--- src/design/url_ss_pkg.sv ---
// url_ss_pkg: shared types, codes and helper functions for the url stream splitter
// used by url_ss_classify, url_ss_queue and url_stream_splitter_top; no dependencies
package url_ss_pkg;

  localparam int MAX_RES = 3;
  localparam int QDEPTH  = 4;
  localparam int QPTR_W  = $clog2(QDEPTH);
  localparam int QCNT_W  = $clog2(QDEPTH + 1);

  typedef enum logic [2:0] {
    PH_SCHEME  = 3'd0,
    PH_HOST    = 3'd1,
    PH_PORT    = 3'd2,
    PH_PATH    = 3'd3,
    PH_QUERY   = 3'd4,
    PH_FRAG    = 3'd5,
    PH_DISCARD = 3'd6
  } phase_t;

  localparam logic [3:0] SEG_SCHEME  = 4'd0;
  localparam logic [3:0] SEG_SEP     = 4'd1;
  localparam logic [3:0] SEG_HOST    = 4'd2;
  localparam logic [3:0] SEG_COLON   = 4'd3;
  localparam logic [3:0] SEG_PORT    = 4'd4;
  localparam logic [3:0] SEG_PATH    = 4'd5;
  localparam logic [3:0] SEG_QMARK   = 4'd6;
  localparam logic [3:0] SEG_QUERY   = 4'd7;
  localparam logic [3:0] SEG_HASH    = 4'd8;
  localparam logic [3:0] SEG_FRAG    = 4'd9;
  localparam logic [3:0] SEG_DISCARD = 4'd10;

  localparam logic [2:0] ERR_NONE   = 3'd0;
  localparam logic [2:0] ERR_NO_SEP = 3'd1;
  localparam logic [2:0] ERR_HOST   = 3'd2;
  localparam logic [2:0] ERR_DIGIT  = 3'd3;
  localparam logic [2:0] ERR_RANGE  = 3'd4;

  localparam logic [2:0] MATCH_FULL = 3'd4;
  localparam logic [2:0] MATCH_FAIL = 3'd5;

  localparam logic [7:0] CH_COLON = 8'h3a;
  localparam logic [7:0] CH_SLASH = 8'h2f;
  localparam logic [7:0] CH_QUEST = 8'h3f;
  localparam logic [7:0] CH_HASH  = 8'h23;
  localparam logic [7:0] CH_ZERO  = 8'h30;
  localparam logic [7:0] CH_NINE  = 8'h39;
  localparam logic [7:0] CH_H     = 8'h68;
  localparam logic [7:0] CH_T     = 8'h74;
  localparam logic [7:0] CH_P     = 8'h70;

  localparam logic [19:0] PORT_MAX         = 20'd65535;
  localparam logic [15:0] DEFAULT_PORT_RST = 16'd80;

  typedef struct packed {
    phase_t      phase;
    logic [1:0]  held;
    logic [2:0]  sm;
    logic [15:0] port_acc;
    logic [2:0]  err;
    logic        host_started;
    logic        path_seen;
  } parse_state_t;

  localparam parse_state_t STATE_RST = '{PH_SCHEME, 2'd0, 3'd0, 16'd0, ERR_NONE, 1'b0, 1'b0};

  typedef struct packed {
    logic [7:0]  data;
    logic [3:0]  segment;
    logic        run_last;
    logic        done_res;
    logic [2:0]  error_code;
    logic [15:0] port_value;
    logic        path_defaulted;
  } result_t;

  typedef struct packed {
    logic [MAX_RES-1:0][7:0] data;
    logic [MAX_RES-1:0][3:0] seg;
    logic [1:0]              cnt;
  } emit_list_t;

  function automatic logic [7:0] http_char(input logic [1:0] idx);
    logic [7:0] c;
    unique case (idx)
      2'd0: c = CH_H;
      2'd1: c = CH_T;
      2'd2: c = CH_T;
      2'd3: c = CH_P;
    endcase
    return c;
  endfunction

  function automatic logic [2:0] sm_step(input logic [2:0] sm, input logic [7:0] b);
    logic [2:0] r;
    if (sm < MATCH_FULL && b == http_char(sm[1:0])) begin
      r = sm + 3'd1;
    end else begin
      r = MATCH_FAIL;
    end
    return r;
  endfunction

  function automatic emit_list_t push_res(input emit_list_t l, input logic [7:0] b,
                                          input logic [3:0] s);
    emit_list_t r;
    r = l;
    if (l.cnt < 2'd3) begin
      r.data[l.cnt] = b;
      r.seg[l.cnt]  = s;
      r.cnt         = l.cnt + 2'd1;
    end
    return r;
  endfunction

endpackage

--- src/design/url_ss_classify.sv ---
// url_ss_classify: per-byte parse step, next parse state and up to three results
// depends on url_ss_pkg
module url_ss_classify (
  input  url_ss_pkg::parse_state_t           st,
  input  logic [7:0]                         data_byte,
  input  logic                               last_byte,
  input  logic [15:0]                        default_port,
  output url_ss_pkg::parse_state_t           st_next,
  output url_ss_pkg::result_t [url_ss_pkg::MAX_RES-1:0] res,
  output logic [1:0]                         res_cnt
);

  logic        is_colon;
  logic        is_slash;
  logic        is_quest;
  logic        is_hash;
  logic        is_digit;
  logic [7:0]  digit_raw;
  logic [19:0] port_try;
  logic        port_bad;

  url_ss_pkg::parse_state_t st_mid;
  url_ss_pkg::parse_state_t st_post;
  url_ss_pkg::emit_list_t   lst;

  assign is_colon  = data_byte == url_ss_pkg::CH_COLON;
  assign is_slash  = data_byte == url_ss_pkg::CH_SLASH;
  assign is_quest  = data_byte == url_ss_pkg::CH_QUEST;
  assign is_hash   = data_byte == url_ss_pkg::CH_HASH;
  assign is_digit  = data_byte >= url_ss_pkg::CH_ZERO && data_byte <= url_ss_pkg::CH_NINE;
  assign digit_raw = data_byte - url_ss_pkg::CH_ZERO;
  assign port_try  = ({4'd0, st.port_acc} << 3) + ({4'd0, st.port_acc} << 1)
                   + {16'd0, digit_raw[3:0]};
  assign port_bad  = port_try > url_ss_pkg::PORT_MAX || port_try == 20'd0;

  // next parse state
  always_comb begin
    logic taken;
    taken  = 1'b0;
    st_mid = st;
    unique case (st.phase)
      url_ss_pkg::PH_SCHEME: begin
        if (st.held == 2'd2) begin
          if (is_slash) begin
            st_mid.held  = 2'd0;
            st_mid.phase = url_ss_pkg::PH_HOST;
            taken        = 1'b1;
          end else begin
            st_mid.sm   = url_ss_pkg::sm_step(
                            url_ss_pkg::sm_step(st_mid.sm, url_ss_pkg::CH_COLON),
                            url_ss_pkg::CH_SLASH);
            st_mid.held = 2'd0;
          end
        end else if (st.held == 2'd1) begin
          if (is_slash) begin
            st_mid.held = 2'd2;
            taken       = 1'b1;
          end else begin
            st_mid.sm   = url_ss_pkg::sm_step(st_mid.sm, url_ss_pkg::CH_COLON);
            st_mid.held = 2'd0;
          end
        end
        if (!taken) begin
          if (is_colon) begin
            st_mid.held = 2'd1;
          end else begin
            st_mid.sm = url_ss_pkg::sm_step(st_mid.sm, data_byte);
          end
        end
      end
      url_ss_pkg::PH_HOST: begin
        if (is_colon || is_slash || is_quest || is_hash) begin
          priority if (!st.host_started) begin
            if (st.err == url_ss_pkg::ERR_NONE) st_mid.err = url_ss_pkg::ERR_HOST;
            st_mid.phase = url_ss_pkg::PH_DISCARD;
          end else if (is_colon) begin
            st_mid.phase = url_ss_pkg::PH_PORT;
          end else if (is_slash) begin
            st_mid.path_seen = 1'b1;
            st_mid.phase     = url_ss_pkg::PH_PATH;
          end else if (is_quest) begin
            st_mid.phase = url_ss_pkg::PH_QUERY;
          end else begin
            st_mid.phase = url_ss_pkg::PH_FRAG;
          end
        end else begin
          st_mid.host_started = 1'b1;
        end
      end
      url_ss_pkg::PH_PORT: begin
        priority if (is_slash) begin
          st_mid.path_seen = 1'b1;
          st_mid.phase     = url_ss_pkg::PH_PATH;
        end else if (is_quest) begin
          st_mid.phase = url_ss_pkg::PH_QUERY;
        end else if (is_hash) begin
          st_mid.phase = url_ss_pkg::PH_FRAG;
        end else if (is_digit && !port_bad) begin
          st_mid.port_acc = port_try[15:0];
        end else begin
          if (st.err == url_ss_pkg::ERR_NONE) begin
            st_mid.err = is_digit ? url_ss_pkg::ERR_RANGE : url_ss_pkg::ERR_DIGIT;
          end
          st_mid.phase = url_ss_pkg::PH_DISCARD;
        end
      end
      url_ss_pkg::PH_PATH: begin
        if (is_quest) begin
          st_mid.phase = url_ss_pkg::PH_QUERY;
        end else if (is_hash) begin
          st_mid.phase = url_ss_pkg::PH_FRAG;
        end
      end
      url_ss_pkg::PH_QUERY: begin
        if (is_hash) st_mid.phase = url_ss_pkg::PH_FRAG;
      end
      default: begin
      end
    endcase

    st_post = st_mid;
    if (last_byte) begin
      if (st_mid.phase == url_ss_pkg::PH_SCHEME) begin
        if (st_mid.held != 2'd0) begin
          st_post.sm = url_ss_pkg::sm_step(st_post.sm, url_ss_pkg::CH_COLON);
        end
        if (st_mid.held == 2'd2) begin
          st_post.sm = url_ss_pkg::sm_step(st_post.sm, url_ss_pkg::CH_SLASH);
        end
        st_post.held = 2'd0;
        if (st_mid.err == url_ss_pkg::ERR_NONE) st_post.err = url_ss_pkg::ERR_NO_SEP;
      end else if (st_mid.phase == url_ss_pkg::PH_HOST && !st_mid.host_started &&
                   st_mid.err == url_ss_pkg::ERR_NONE) begin
        st_post.err = url_ss_pkg::ERR_HOST;
      end
    end

    st_next = last_byte ? url_ss_pkg::STATE_RST : st_post;
  end

  // result list
  always_comb begin
    logic taken;
    taken = 1'b0;
    lst   = '0;
    unique case (st.phase)
      url_ss_pkg::PH_SCHEME: begin
        if (st.held == 2'd2) begin
          if (is_slash) begin
            lst   = url_ss_pkg::push_res(lst, url_ss_pkg::CH_COLON, url_ss_pkg::SEG_SEP);
            lst   = url_ss_pkg::push_res(lst, url_ss_pkg::CH_SLASH, url_ss_pkg::SEG_SEP);
            lst   = url_ss_pkg::push_res(lst, url_ss_pkg::CH_SLASH, url_ss_pkg::SEG_SEP);
            taken = 1'b1;
          end else begin
            lst = url_ss_pkg::push_res(lst, url_ss_pkg::CH_COLON, url_ss_pkg::SEG_SCHEME);
            lst = url_ss_pkg::push_res(lst, url_ss_pkg::CH_SLASH, url_ss_pkg::SEG_SCHEME);
          end
        end else if (st.held == 2'd1) begin
          if (is_slash) begin
            taken = 1'b1;
          end else begin
            lst = url_ss_pkg::push_res(lst, url_ss_pkg::CH_COLON, url_ss_pkg::SEG_SCHEME);
          end
        end
        if (!taken && !is_colon) begin
          lst = url_ss_pkg::push_res(lst, data_byte, url_ss_pkg::SEG_SCHEME);
        end
      end
      url_ss_pkg::PH_HOST: begin
        priority if ((is_colon || is_slash || is_quest || is_hash) && !st.host_started) begin
          lst = url_ss_pkg::push_res(lst, data_byte, url_ss_pkg::SEG_DISCARD);
        end else if (is_colon) begin
          lst = url_ss_pkg::push_res(lst, data_byte, url_ss_pkg::SEG_COLON);
        end else if (is_slash) begin
          lst = url_ss_pkg::push_res(lst, data_byte, url_ss_pkg::SEG_PATH);
        end else if (is_quest) begin
          lst = url_ss_pkg::push_res(lst, data_byte, url_ss_pkg::SEG_QMARK);
        end else if (is_hash) begin
          lst = url_ss_pkg::push_res(lst, data_byte, url_ss_pkg::SEG_HASH);
        end else begin
          lst = url_ss_pkg::push_res(lst, data_byte, url_ss_pkg::SEG_HOST);
        end
      end
      url_ss_pkg::PH_PORT: begin
        priority if (is_slash) begin
          lst = url_ss_pkg::push_res(lst, data_byte, url_ss_pkg::SEG_PATH);
        end else if (is_quest) begin
          lst = url_ss_pkg::push_res(lst, data_byte, url_ss_pkg::SEG_QMARK);
        end else if (is_hash) begin
          lst = url_ss_pkg::push_res(lst, data_byte, url_ss_pkg::SEG_HASH);
        end else if (is_digit && !port_bad) begin
          lst = url_ss_pkg::push_res(lst, data_byte, url_ss_pkg::SEG_PORT);
        end else begin
          lst = url_ss_pkg::push_res(lst, data_byte, url_ss_pkg::SEG_DISCARD);
        end
      end
      url_ss_pkg::PH_PATH: begin
        priority if (is_quest) begin
          lst = url_ss_pkg::push_res(lst, data_byte, url_ss_pkg::SEG_QMARK);
        end else if (is_hash) begin
          lst = url_ss_pkg::push_res(lst, data_byte, url_ss_pkg::SEG_HASH);
        end else begin
          lst = url_ss_pkg::push_res(lst, data_byte, url_ss_pkg::SEG_PATH);
        end
      end
      url_ss_pkg::PH_QUERY: begin
        if (is_hash) begin
          lst = url_ss_pkg::push_res(lst, data_byte, url_ss_pkg::SEG_HASH);
        end else begin
          lst = url_ss_pkg::push_res(lst, data_byte, url_ss_pkg::SEG_QUERY);
        end
      end
      url_ss_pkg::PH_FRAG: begin
        lst = url_ss_pkg::push_res(lst, data_byte, url_ss_pkg::SEG_FRAG);
      end
      default: begin
        lst = url_ss_pkg::push_res(lst, data_byte, url_ss_pkg::SEG_DISCARD);
      end
    endcase

    if (last_byte) begin
      if (st_mid.phase == url_ss_pkg::PH_SCHEME) begin
        if (st_mid.held != 2'd0) begin
          lst = url_ss_pkg::push_res(lst, url_ss_pkg::CH_COLON, url_ss_pkg::SEG_SCHEME);
        end
        if (st_mid.held == 2'd2) begin
          lst = url_ss_pkg::push_res(lst, url_ss_pkg::CH_SLASH, url_ss_pkg::SEG_SCHEME);
        end
      end
      if (lst.cnt == 2'd0) begin
        lst = url_ss_pkg::push_res(lst, data_byte, url_ss_pkg::SEG_DISCARD);
      end
    end
  end

  // summary fields on the final result only
  always_comb begin
    logic [15:0] port_fin;
    logic        is_final;
    port_fin = (st_post.port_acc == 16'd0 && st_post.sm == url_ss_pkg::MATCH_FULL) ?
               default_port : st_post.port_acc;
    for (int i = 0; i < url_ss_pkg::MAX_RES; i++) begin
      res[i].data     = lst.data[i];
      res[i].segment  = lst.seg[i];
      res[i].run_last = lst.cnt == 2'(i + 1);
      is_final        = last_byte && lst.cnt == 2'(i + 1);
      res[i].done_res = is_final;
      res[i].error_code     = is_final ? st_post.err : url_ss_pkg::ERR_NONE;
      res[i].port_value     = (is_final && st_post.err == url_ss_pkg::ERR_NONE) ?
                              port_fin : 16'd0;
      res[i].path_defaulted = is_final && st_post.err == url_ss_pkg::ERR_NONE &&
                              !st_post.path_seen;
    end
  end

  assign res_cnt = lst.cnt;

endmodule

--- src/design/url_ss_queue.sv ---
// url_ss_queue: small result queue, takes up to three results per request, one out per cycle while pop is high
// depends on url_ss_pkg
module url_ss_queue (
  input  logic                                          clk,
  input  logic                                          rst,
  input  logic                                          push,
  input  logic [1:0]                                    push_cnt,
  input  url_ss_pkg::result_t [url_ss_pkg::MAX_RES-1:0] push_res,
  input  logic                                          pop,
  output url_ss_pkg::result_t                           head,
  output logic                                          head_valid,
  output logic                                          room
);

  url_ss_pkg::result_t entries [url_ss_pkg::QDEPTH];

  logic [url_ss_pkg::QPTR_W-1:0] wr_ptr;
  logic [url_ss_pkg::QPTR_W-1:0] rd_ptr;
  logic [url_ss_pkg::QCNT_W-1:0] count;
  logic [url_ss_pkg::QCNT_W-1:0] count_next;
  logic [url_ss_pkg::QCNT_W-1:0] add_cnt;

  assign add_cnt    = push ? url_ss_pkg::QCNT_W'(push_cnt) : '0;
  assign count_next = count + add_cnt - url_ss_pkg::QCNT_W'(pop);
  assign head       = entries[rd_ptr];
  assign head_valid = count != '0;
  assign room       = count <= url_ss_pkg::QCNT_W'(url_ss_pkg::QDEPTH - url_ss_pkg::MAX_RES);

  always_ff @(posedge clk) begin
    if (rst) begin
      wr_ptr <= '0;
      rd_ptr <= '0;
      count  <= '0;
    end else begin
      wr_ptr <= wr_ptr + url_ss_pkg::QPTR_W'(add_cnt);
      rd_ptr <= rd_ptr + url_ss_pkg::QPTR_W'(pop);
      count  <= count_next;
    end
  end

  always_ff @(posedge clk) begin
    for (int i = 0; i < url_ss_pkg::MAX_RES; i++) begin
      if (push && 2'(i) < push_cnt) begin
        entries[wr_ptr + url_ss_pkg::QPTR_W'(i)] <= push_res[i];
      end
    end
  end

  a_count_bound: assert property (@(posedge clk) disable iff (rst)
    count <= url_ss_pkg::QCNT_W'(url_ss_pkg::QDEPTH))
    else $error("result queue overfilled");

  a_pop_drains: assert property (@(posedge clk) disable iff (rst)
    pop && !push |=> count == $past(count) - url_ss_pkg::QCNT_W'(1))
    else $error("queue count wrong after pop");

endmodule

--- src/design/url_stream_splitter_top.sv ---
// url_stream_splitter_top: url byte classifier with port parse and end-of-url summary
// depends on url_ss_pkg, url_ss_classify, url_ss_queue
//
// usage:
//   slave channel takes one url byte per request; s_tlast marks the final byte
//   master channel gives one result per request: the byte with its segment tag,
//   run_last in m_tuser marks the last result of an input byte, m_tlast marks
//   the final result of the url, which alone carries error code, port and
//   path-defaulted flag
//   cfg_we/cfg_wdata write the default port (reset 80); users must do so while the block is idle (not enforced)
// timing and throughput:
//   a byte's parse step runs in the cycle it is accepted; its results are
//   registered into the result queue and reach the master side from its head
//   one byte per cycle when each byte yields one result and m_tready stays high;
//   a confirmed "://" yields three results, and then the four-entry result queue
//   sets the pace (s_tready is high while at least three queue entries are free)
// reset:
//   rst clears the parse state and the queue and reloads the default port;
//   after each final byte the parse state returns to its reset value
// stall:
//   while m_tready is low results wait in the queue and s_tready drops once
//   fewer than three entries are free
module url_stream_splitter_top (
  input  logic        clk,
  input  logic        rst,
  input  logic        s_tvalid,
  output logic        s_tready,
  input  logic [7:0]  s_tdata,   // [7:0] data_byte
  input  logic        s_tlast,   // last_byte
  output logic        m_tvalid,
  input  logic        m_tready,
  output logic [31:0] m_tdata,   // [7:0] out_byte, [10:8] error_code, [26:11] port_value,
                                 // [27] path_defaulted, [31:28] zero
  output logic [4:0]  m_tuser,   // [3:0] segment, [4] run_last
  output logic        m_tlast,   // done_res
  input  logic        cfg_we,
  input  logic [15:0] cfg_wdata
);

  url_ss_pkg::parse_state_t                      st;
  url_ss_pkg::parse_state_t                      st_next;
  url_ss_pkg::result_t [url_ss_pkg::MAX_RES-1:0] res;
  url_ss_pkg::result_t                           head;
  logic [1:0]                                    res_cnt;
  logic [15:0]                                   default_port;
  logic                                          accept;
  logic                                          pop;

  assign accept = s_tvalid && s_tready;
  assign pop    = m_tvalid && m_tready;

  always_ff @(posedge clk) begin
    if (rst) begin
      st           <= url_ss_pkg::STATE_RST;
      default_port <= url_ss_pkg::DEFAULT_PORT_RST;
    end else begin
      if (accept) st <= st_next;
      if (cfg_we) default_port <= cfg_wdata;
    end
  end

  url_ss_classify u_classify (
    .st           (st),
    .data_byte    (s_tdata),
    .last_byte    (s_tlast),
    .default_port (default_port),
    .st_next      (st_next),
    .res          (res),
    .res_cnt      (res_cnt)
  );

  url_ss_queue u_queue (
    .clk        (clk),
    .rst        (rst),
    .push       (accept),
    .push_cnt   (res_cnt),
    .push_res   (res),
    .pop        (pop),
    .head       (head),
    .head_valid (m_tvalid),
    .room       (s_tready)
  );

  assign m_tdata = {4'd0, head.path_defaulted, head.port_value, head.error_code, head.data};
  assign m_tuser = {head.run_last, head.segment};
  assign m_tlast = head.done_res;

  a_done_ends_run: assert property (@(posedge clk) disable iff (rst)
    m_tvalid && m_tlast |-> m_tuser[4])
    else $error("final result not marked as last of its byte");

  a_summary_final_only: assert property (@(posedge clk) disable iff (rst)
    m_tvalid && !m_tlast |-> m_tdata[27:8] == 20'd0)
    else $error("summary fields set on a non-final result");

  a_err_no_port: assert property (@(posedge clk) disable iff (rst)
    m_tvalid && m_tdata[10:8] != url_ss_pkg::ERR_NONE |-> m_tdata[27:11] == 17'd0)
    else $error("port or path flag reported with an error");

endmodule
--- config.mk ---
export PLATFORM = sky130hd
export DESIGN_NAME = url_stream_splitter_top
export DESIGN_NICKNAME = d
export VERILOG_FILES = /design/src/design/url_ss_pkg.sv /design/src/design/url_ss_classify.sv /design/src/design/url_ss_queue.sv /design/src/design/url_stream_splitter_top.sv
export SDC_FILE = /design/constraint.sdc
export NUM_CORES = 1
export LEC_CHECK = 0
export BUFFER_PORTS_ARGS = -buffer_cell sky130_fd_sc_hd__buf_2
export CAP_MARGIN = 20
export CORE_ASPECT_RATIO = 0.9
export CORE_UTILIZATION = 50
export DETAILED_ROUTE_END_ITERATION = 10
export PLACE_DENSITY_LB_ADDON = 0.2
export SLEW_MARGIN = 20
export SYNTH_ARGS = -nofsm -noshare
export SYNTH_HDL_FRONTEND = slang
export SYNTH_SLANG_ARGS = --single-unit
--- constraint.sdc ---
create_clock -name clk -period 18.3 [get_ports clk]
set_input_delay 0.915 -clock clk [delete_from_list [all_inputs] [get_ports clk]]
set_output_delay 0.915 -clock clk [all_outputs]
set_load 0.02 [all_outputs]
==> results.py, run 1 <==
metrics = {
    "status": {
        "status": "complete, no violations",
    },
    "routing": {
        "drt_iter0_markers": 1324,
        "drc": 0,
        "wl_um": 32100,
        "vias_per_cell": 6.74,
        "ant_nets": 0,
        "first_pass_iters": 5,
        "wire_per_inst_um": 22.6,
        "vias": 9550,
    },
    "clock_network": {
        "cts_hold_buf": 0,
        "clkTransAtPathRegs_ns": 0.07,
        "cts_setup_buffers": 0,
        "cts_buffers": 17,
        "clkLatencyLatePin_ns": 0.44,
        "cts.sinks": 188,
        "h-tree-depth": 4,
        "cts_tree": "built",
        "clock_tree.root_cell": "clkbuf_16",
        "clockBufferDepth": 2,
        "post_cts_resized": 0,
    },
    "worst_hold_path": {
        "hp-class": "flip-flop to flip-flop",
        "worstHoldPathCells": 2,
    },
    "die": {
        "core-area_mm2": 0.0220,
        "start_util_pct": 51.8,
        "chipHeight_um": 145,
        "num_rows": 51,
        "dieArea_mm2": 0.0234,
        "pin_count": 70,
        "fp.dieW_um": 161,
    },
    "synthesis": {
        "synth_seq_cells": 188,
        "ys_seq_area_share_pct": 45.0,
        "synthesis.area_mm2": 0.0114,
        "synth.avg_cell_area_um2": 10.4,
        "synth_edf_count": 136,
        "synthFlopType": "edfxtp_1",
        "synth_warnings": 0,
        "synthCells": 1096,
        "synth-async-reset-ratio_pct": 0,
        "synth_cell_type_count": 78,
    },
    "finish": {
        "nNetsFinal": 1183,
        "final_cell_mix": "edfxtp_1, nor2_1, nor4_1",
        "final_common_cell": "edfxtp_1",
        "diodes": 0,
        "drive_above_1_share_pct": 15.4,
        "final_area_mm2": 0.0125,
        "instances_no_fill": 1416,
        "utilization_pct": 57.1,
        "fill_cells": 1909,
        "areaGrowthSynthToFinish_pct": 10.1,
        "multi_input_area_mm2": 0.00585,
        "seq_area_mm2": 0.00513,
    },
    "placed_design": {
        "routabilityCongestion": 0.969,
        "dp.cells": 1383,
        "place_hpwl_um": 22500,
        "io_buffers": 65,
        "dpl_cell_area_mm2": 0.0119,
    },
    "run": {
        "maxCapViolCount": 0,
    },
    "sta": {
        "rsz0062_at_grt": "no",
        "slew_headroom_pct": 27.9,
        "finalHoldViolCount": 0,
        "drv_slew": 0,
        "fmax_ghz": 0.174,
        "finClkSkew_ns": 0.0178,
        "setup_tns_ns": 0,
        "setup_viol": 0,
        "tightestPinTransition_ns": 1.08,
        "post-route-period-util_pct": 31.5,
        "period_needed_ns": 5.76,
    },
    "setup_path": {
        "critical_path_class": "input port to flip-flop",
        "r2r_cells": 14,
        "cp-end-kind": "flip-flop",
        "critPathLaunchType": "input port",
        "worstPathArrival_ns": 5.91,
        "cp_max_fo": 68,
        "cp.required_ns": 18.45,
    },
    "global_route": {
        "grt-ovfl-total": 0,
        "antenna_found_initial": 0,
        "grt_first_pass_wirelength_um": 50400,
        "grt_max_degree": 69,
        "grt_pass1_vias": 8657,
        "grt_use_total_pct": 27.8,
    },
    "pwr": {
        "total_power_mw": 1.17,
        "p_leak_nw": 4.33,
        "powerDensity_mw_per_mm2": 93.5,
        "max-vdd-ir-drop_uv": 96.6,
    },
}
synth_stat cells, drive strengths merged (7+ instances only):
library cell,number,area [um2]
edfxtp,136,4080
nor2,74,278
clkbuf,71,268
nor4,69,432
a21oi,61,320
nand2,58,218
dfxtp,52,1040
nor3,41,205
ha,38,475
o21ai,37,185
mux4,34,766
inv,33,124
o211ai,31,233
nand3,29,145
a221oi,24,210
mux2i,18,180
nor2b,18,113
nand4,17,106
a211oi,16,120
buf,16,81.3
a31oi,14,87.6
a21o,13,97.6
and2,13,81.3
o22ai,13,81.3
xnor2,13,114
nand2b,12,75.1
a22oi,9,67.6
and3,8,50.1
o31ai,8,65.1
or3,8,50.1
or4,7,52.6
area by class of cell:
class                      count  share of cell area (%)
multi-input combinational    791                    46.7
sequential                   188                    40.9
timing repair buffer          81                    3.82
clock buffer                  18                    3.43
tap                          291                    2.91
clock inverter                14                    1.23
inverter                      33                   0.989
power breakdown:
part | switching [mW] | internal [mW] | total, mW
Combinational | 0.176 | 0.111 | 0.286
Sequential | 0.0204 | 0.499 | 0.520
Clock | 0.183 | 0.182 | 0.365
Total | 0.379 | 0.793 | 1.17
through the flow:
stage	setup WS, ns	hold WS (ns)
2_1_floorplan	11.84	0.458
3_5_place_dp	12.17	0.488
6_report	12.54	0.506
5_1_grt	12.15	0.515
4_1_cts	12.64	0.500
3_3_place_gp	12.25	0.479
routing by layer:
layer	wire, um	GRT usage [%]
met3	3180	6.58
met2	13600	38.6
met5	0	0
met1	14800	43.3
met4	440	5.80
path summary, 6_finish.rpt:
check	from	end	slack, ns
setup / recovery	s_tdata[3]	u_queue.entries[0][8]	12.54
hold / removal	default_port[10]	default_port[10]	0.51
setup reg to reg	st[7]	u_queue.entries[0][8]	12.97
hold reg to reg	default_port[10]	default_port[10]	0.51
critical path, cell delays in order:
cell      delay, ns
buf_2          0.28
inv_1          0.15
fa_1           0.55
inv_1          0.06
ha_1           0.31
a211oi_1       0.45
o21ai_0        0.27
xor2_1         0.24
or3_1          0.37
or4_1          0.49
o211a_1        0.44
buf_4          0.31
o311ai_4       0.28
buf_4          0.56
nor4_1         0.16
cells by family (layout without fill, tap and decap cells):
kind of cell,Yosys count,in the layout,synth area share [%]
buffers and inverters,120,146,4.16
multiplexers,52,52,8.31
flip-flops,188,188,45.0
other,1,4,0.0330
XOR/XNOR,19,19,1.46
adder cells (fa/ha/maj),43,43,4.88
AND/OR/NAND/NOR,383,383,18.0
AO/OA/AOI/OAI,290,290,18.1
state kept, by name (all words and copies together) (netlist names):
name	count
u_queue.entries	136
default_port	16
u_queue.rd_ptr	2
st	29
u_queue.wr_ptr	2
u_queue.count	3
Note: power is estimated with default switching activity, not from simulation.
==> run 2, diff against run 1 <==
clock period = 5.9 ns   (was 18.3 ns; I/O delays follow)
==> results.py, run 2 (synthesis gave the netlist of run 1 again) <==
metrics = {
    "status": {
        "status": "complete, no violations",
    },
    "routing": {
        "vias": 9564,
        "drc": 0,
        "wire_per_inst_um": 23.1,
        "vias_per_cell": 6.72,
        "drt_iter0_markers": 1161,
        "ant_nets": 0,
        "wl_um": 32900,
        "first_pass_iters": 8,
    },
    "finish": {
        "max_flop_register": "u_queue.entries",
        "areaGrowthSynthToFinish_pct": 10.5,
        "diodes": 0,
        "final_common_cell": "edfxtp_1",
        "largest_register_ffs": 136,
        "drive_above_1_share_pct": 16.0,
        "final_cell_mix": "edfxtp_1, nor2_1, nor4_1",
        "instances_no_fill": 1424,
        "biggestRegsByFlops": "u_queue.entries (136), st (29), default_port (16)",
        "nNetsFinal": 1191,
    },
    "setup_path": {
        "cp.required_ns": 6.04,
        "worstPathArrival_ns": 5.12,
        "critPathLaunchType": "flip-flop",
        "critical_path_class": "flip-flop to flip-flop",
        "cp_max_fo": 22,
        "cp-end-kind": "flip-flop",
    },
    "global_route": {
        "grt_pass1_vias": 8905,
        "grt_max_degree": 69,
        "antenna_found_initial": 0,
        "grt_first_pass_wirelength_um": 51700,
        "grt_use_total_pct": 28.7,
        "grt-ovfl-total": 0,
    },
    "die": {
        "dieArea_mm2": 0.0234,
        "num_rows": 51,
        "start_util_pct": 51.8,
        "pin_count": 70,
        "fp.dieW_um": 161,
        "chipHeight_um": 145,
        "core-area_mm2": 0.0220,
    },
    "pwr": {
        "max-vdd-ir-drop_uv": 337,
        "powerDensity_mw_per_mm2": 292,
        "p_leak_nw": 4.37,
    },
    "sta": {
        "drv_slew": 0,
        "setup_tns_ns": 0,
        "setup_viol": 0,
        "rsz0062_at_grt": "no",
        "slew_headroom_pct": 23.8,
        "tightestPinTransition_ns": 1.13,
        "period_needed_ns": 4.98,
        "hold_slack_ns": 0.0676,
        "finalHoldViolCount": 0,
        "post-route-period-util_pct": 84.4,
        "fmax_ghz": 0.201,
        "finClkSkew_ns": 0.0153,
    },
    "clock_network": {
        "post_cts_resized": 0,
        "cts_buffers": 17,
        "clock_tree.root_cell": "clkbuf_16",
        "cts_setup_buffers": 0,
        "clkLatencyLatePin_ns": 0.44,
        "cts_tree": "built",
        "clockBufferDepth": 2,
        "clkTransAtPathRegs_ns": 0.08,
        "h-tree-depth": 4,
        "cts.sinks": 188,
        "cts_hold_buf": 0,
    },
    "placed_design": {
        "place_hpwl_um": 22900,
        "dp.cells": 1392,
        "routabilityCongestion": 1.01,
        "io_buffers": 65,
    },
    "worst_hold_path": {
        "hp-class": "input port to flip-flop",
    },
    "run": {
        "maxCapViolCount": 0,
    },
}
## run 2: cell types whose count changed in the layout (fill, tap and decap cells not counted), sizes merged
cell      before  now
buf           81   89
bufinv         0    1
clkinvlp       3    2
## run 2: critical path, stage by stage, from the launching register on
cell and delay (ns):
dfxtp_1 0.49, inv_1 0.13, fa_1 0.52, inv_1 0.07, ha_1 0.31, a211oi_1 0.45
o21ai_0 0.28, xor2_1 0.25, or3_1 0.37, or4_1 0.50, o211a_1 0.30, buf_4 0.24
a221oi_1 0.63, nor4_1 0.14
## run 2: metal layers
| metal | GRT usage, % | vias to the layer above | wire length (um) | share of wire, % |
|---|---|---|---|---|
| li1 | - | 4392 | - | - |
| met3 | 7.72 | 34 | 3600 | 11 |
| met2 | 40.1 | 516 | 14100 | 43 |
| met5 | 0 | - | 0 | 0 |
| met1 | 44.1 | 4622 | 14700 | 45 |
| met4 | 6.08 | 0 | 430 | 1.3 |
## run 2: worst paths after layout
| check | end | depth (start not counted) | slack (ns) | startpoint |
|---|---|---|---|---|
| hold reg to reg | st[22] | 2 | 0.50 | st[22] |
| hold / removal | default_port[4] | 2 | 0.07 | cfg_wdata[4] |
| setup / recovery | u_queue.entries[3][5] | 13 | 0.92 | st[5] |
| setup reg to reg | u_queue.entries[3][5] | 13 | 0.92 | st[5] |
## run 2: final cells by class
cell class,instances,area (um2)
fill,1911,9380
multi-input combinational,791,5850
sequential,188,5130
timing repair buffer,89,520
clock buffer,18,429
tap,291,364
clock inverter,14,156
inverter,33,124
## run 2: report_power, final
part / internal [mW] / switching, mW / total [mW]
Clock: 0.601 / 0.556 / 1.16
Sequential: 1.55 / 0.0655 / 1.62
Combinational: 0.346 / 0.556 / 0.902
## run 2: per-stage QoR
stage	total power [mW]	instance area, um2	util, %	setup WS (ns)
3_3_place_gp	2.54	12000	54.6	0.968
5_1_grt	3.80	12600	57.3	0.617
4_1_cts	3.68	12600	57.3	1.02
3_5_place_dp	2.55	12000	54.6	0.824
6_report	3.67	12600	57.3	0.923
2_1_floorplan	2.25	11400	-	0.0638
==> run 3, diff against run 2 <==
clock period = 4.3 ns   (was 5.9 ns; I/O delays follow)
==> results.py, run 3 (synthesis gave the netlist of run 1 again) <==
metrics = {
    "status": {
        "status": "complete, no violations",
    },
    "sta": {
        "drv_slew": 0,
        "rsz0062_at_grt": "yes",
        "setup_tns_ns": 0,
        "finalHoldViolCount": 0,
        "slew_headroom_pct": 24.5,
        "tightestPinTransition_ns": 1.13,
        "setup_viol": 0,
        "hold_slack_ns": 0.0165,
        "period_needed_ns": 4.27,
        "post-route-period-util_pct": 99.2,
        "fmax_ghz": 0.234,
        "finClkSkew_ns": 0.0183,
    },
    "clock_network": {
        "cts.sinks": 188,
        "cts_buffers": 17,
        "cts_tree": "built",
        "clockBufferDepth": 2,
        "clock_tree.root_cell": "clkbuf_16",
        "clkTransAtPathRegs_ns": 0.08,
        "h-tree-depth": 4,
        "clkLatencyLatePin_ns": 0.44,
    },
    "global_route": {
        "grt_use_total_pct": 30.1,
        "antenna_found_initial": 0,
        "grt-ovfl-total": 0,
        "grt_max_degree": 69,
        "grt_first_pass_wirelength_um": 54500,
        "grt_pass1_vias": 9569,
    },
    "routing": {
        "wire_per_inst_um": 23.6,
        "vias_per_cell": 6.73,
        "first_pass_iters": 5,
        "route.met3.wl_um": 4020,
        "wl_met1_um": 15800,
        "vias": 10296,
        "ant_nets": 0,
        "highest_layer": "met4",
        "drc": 0,
        "route.met2.wl_um": 15600,
        "wl_um": 36000,
        "drt_iter0_markers": 1369,
    },
    "placed_design": {
        "dpl_cell_area_mm2": 0.0128,
        "place_hpwl_um": 24700,
        "io_buffers": 65,
        "routabilityCongestion": 0.973,
    },
    "setup_path": {
        "worstPathArrival_ns": 4.41,
        "cp_cell_sequence": "inv_2 > fa_1 > inv_2 > fa_1 > or4_4 > or4_4 > or4_4 > o211a_4 > o311ai_4 > buf_12 > clkbuf_16 > nor4_1",
        "crit_path_frequent_cell": "or4_4",
        "cp-end-kind": "flip-flop",
        "cp_slowest_cell": "fa_1",
        "slowest_delay_ns": 0.51,
        "cp_max_fo": 9,
        "path_buf_inv": 4,
        "critPathLaunchType": "flip-flop",
        "cp.required_ns": 4.44,
        "critical_path_class": "flip-flop to flip-flop",
        "critPathTopFamily": "simple AND/OR/NAND/NOR gates",
    },
    "die": {
        "fp.dieW_um": 161,
        "start_util_pct": 51.8,
        "core-area_mm2": 0.0220,
        "pin_count": 70,
        "dieArea_mm2": 0.0234,
        "chipHeight_um": 145,
        "num_rows": 51,
    },
    "pwr": {
        "powerDensity_mw_per_mm2": 374,
        "max-vdd-ir-drop_uv": 378,
        "p_leak_nw": 5.02,
    },
    "finish": {
        "final_cell_mix": "edfxtp_1, buf_4, nor2_1",
        "largest_register_ffs": 136,
        "final_common_cell": "edfxtp_1",
        "nNetsFinal": 1295,
        "areaGrowthSynthToFinish_pct": 22.4,
        "final_area_mm2": 0.0139,
        "biggestRegsByFlops": "u_queue.entries (136), st (29), default_port (16)",
        "drive_above_1_share_pct": 25.9,
        "max_flop_register": "u_queue.entries",
    },
    "run": {
        "maxCapViolCount": 0,
    },
    "worst_hold_path": {
        "hp-class": "input port to flip-flop",
    },
}
==> run 3: stage by stage <==
| step | util, % | setup slack (ns) | cells | power [mW] |
|---|---|---|---|---|
| 5_1_grt | 63.4 | -0.107 | 1528 | 5.38 |
| 6_report | 63.4 | 0.0333 | 1529 | 5.20 |
| 2_1_floorplan | - | -0.00347 | 1099 | 3.11 |
| 4_1_cts | 61.5 | 0.00592 | 1514 | 5.19 |
| 3_5_place_dp | 58.5 | -0.172 | 1481 | 3.55 |
| 3_3_place_gp | 58.5 | -0.0955 | 1481 | 3.54 |
==> run 3: power by group <==
part	leakage (nW)	switching, mW	internal [mW]
clock network	0.307	0.812	0.854
logic	3.08	0.742	0.533
registers	1.64	0.136	2.12
total	5.02	1.69	3.51
==> run 3: layer usage <==
layer  vias up  track usage, %
met5         -               0
met4         0            6.32
met3        52            7.32
met2       619            43.1
met1      5016            45.7
li1       4609               -
==> run 3: timing repair <==
action,4_1_cts,5_1_grt
hold endpoints to repair,1,0
endpoints found under the setup margin,6,75
resized for setup,2,43
cloned,0,10
hold buffers,1,0
pin swaps,0,7
setup buffers,0,4
==> run 3: final timing paths <==
| check | slack [ns] | start | depth (start not counted) | end |
|---|---|---|---|---|
| hold / removal | 0.02 | cfg_wdata[9] | 3 | default_port[9] |
| hold reg to reg | 0.49 | st[22] | 2 | st[22] |
| setup reg to reg | 0.03 | st[5] | 12 | u_queue.entries[1][3] |
| setup / recovery | 0.03 | st[5] | 12 | u_queue.entries[1][3] |
==> run 3: tightest hold or removal path: stages <==
cell     delay, ns
buf_2         0.08
mux2i_1       0.06
nor2_1        0.07
==> run 3: final cells by class <==
cell class / instances / area [um2]
diodes: 1 / 2.50
fillers: 1748 / 8030
repair buffers: 193 / 1520
clock buffers: 17 / 425
multi-input cells: 791 / 6150
clock inverters: 15 / 210
flip-flops and latches: 188 / 5130
well taps: 291 / 364
inverters: 33 / 124
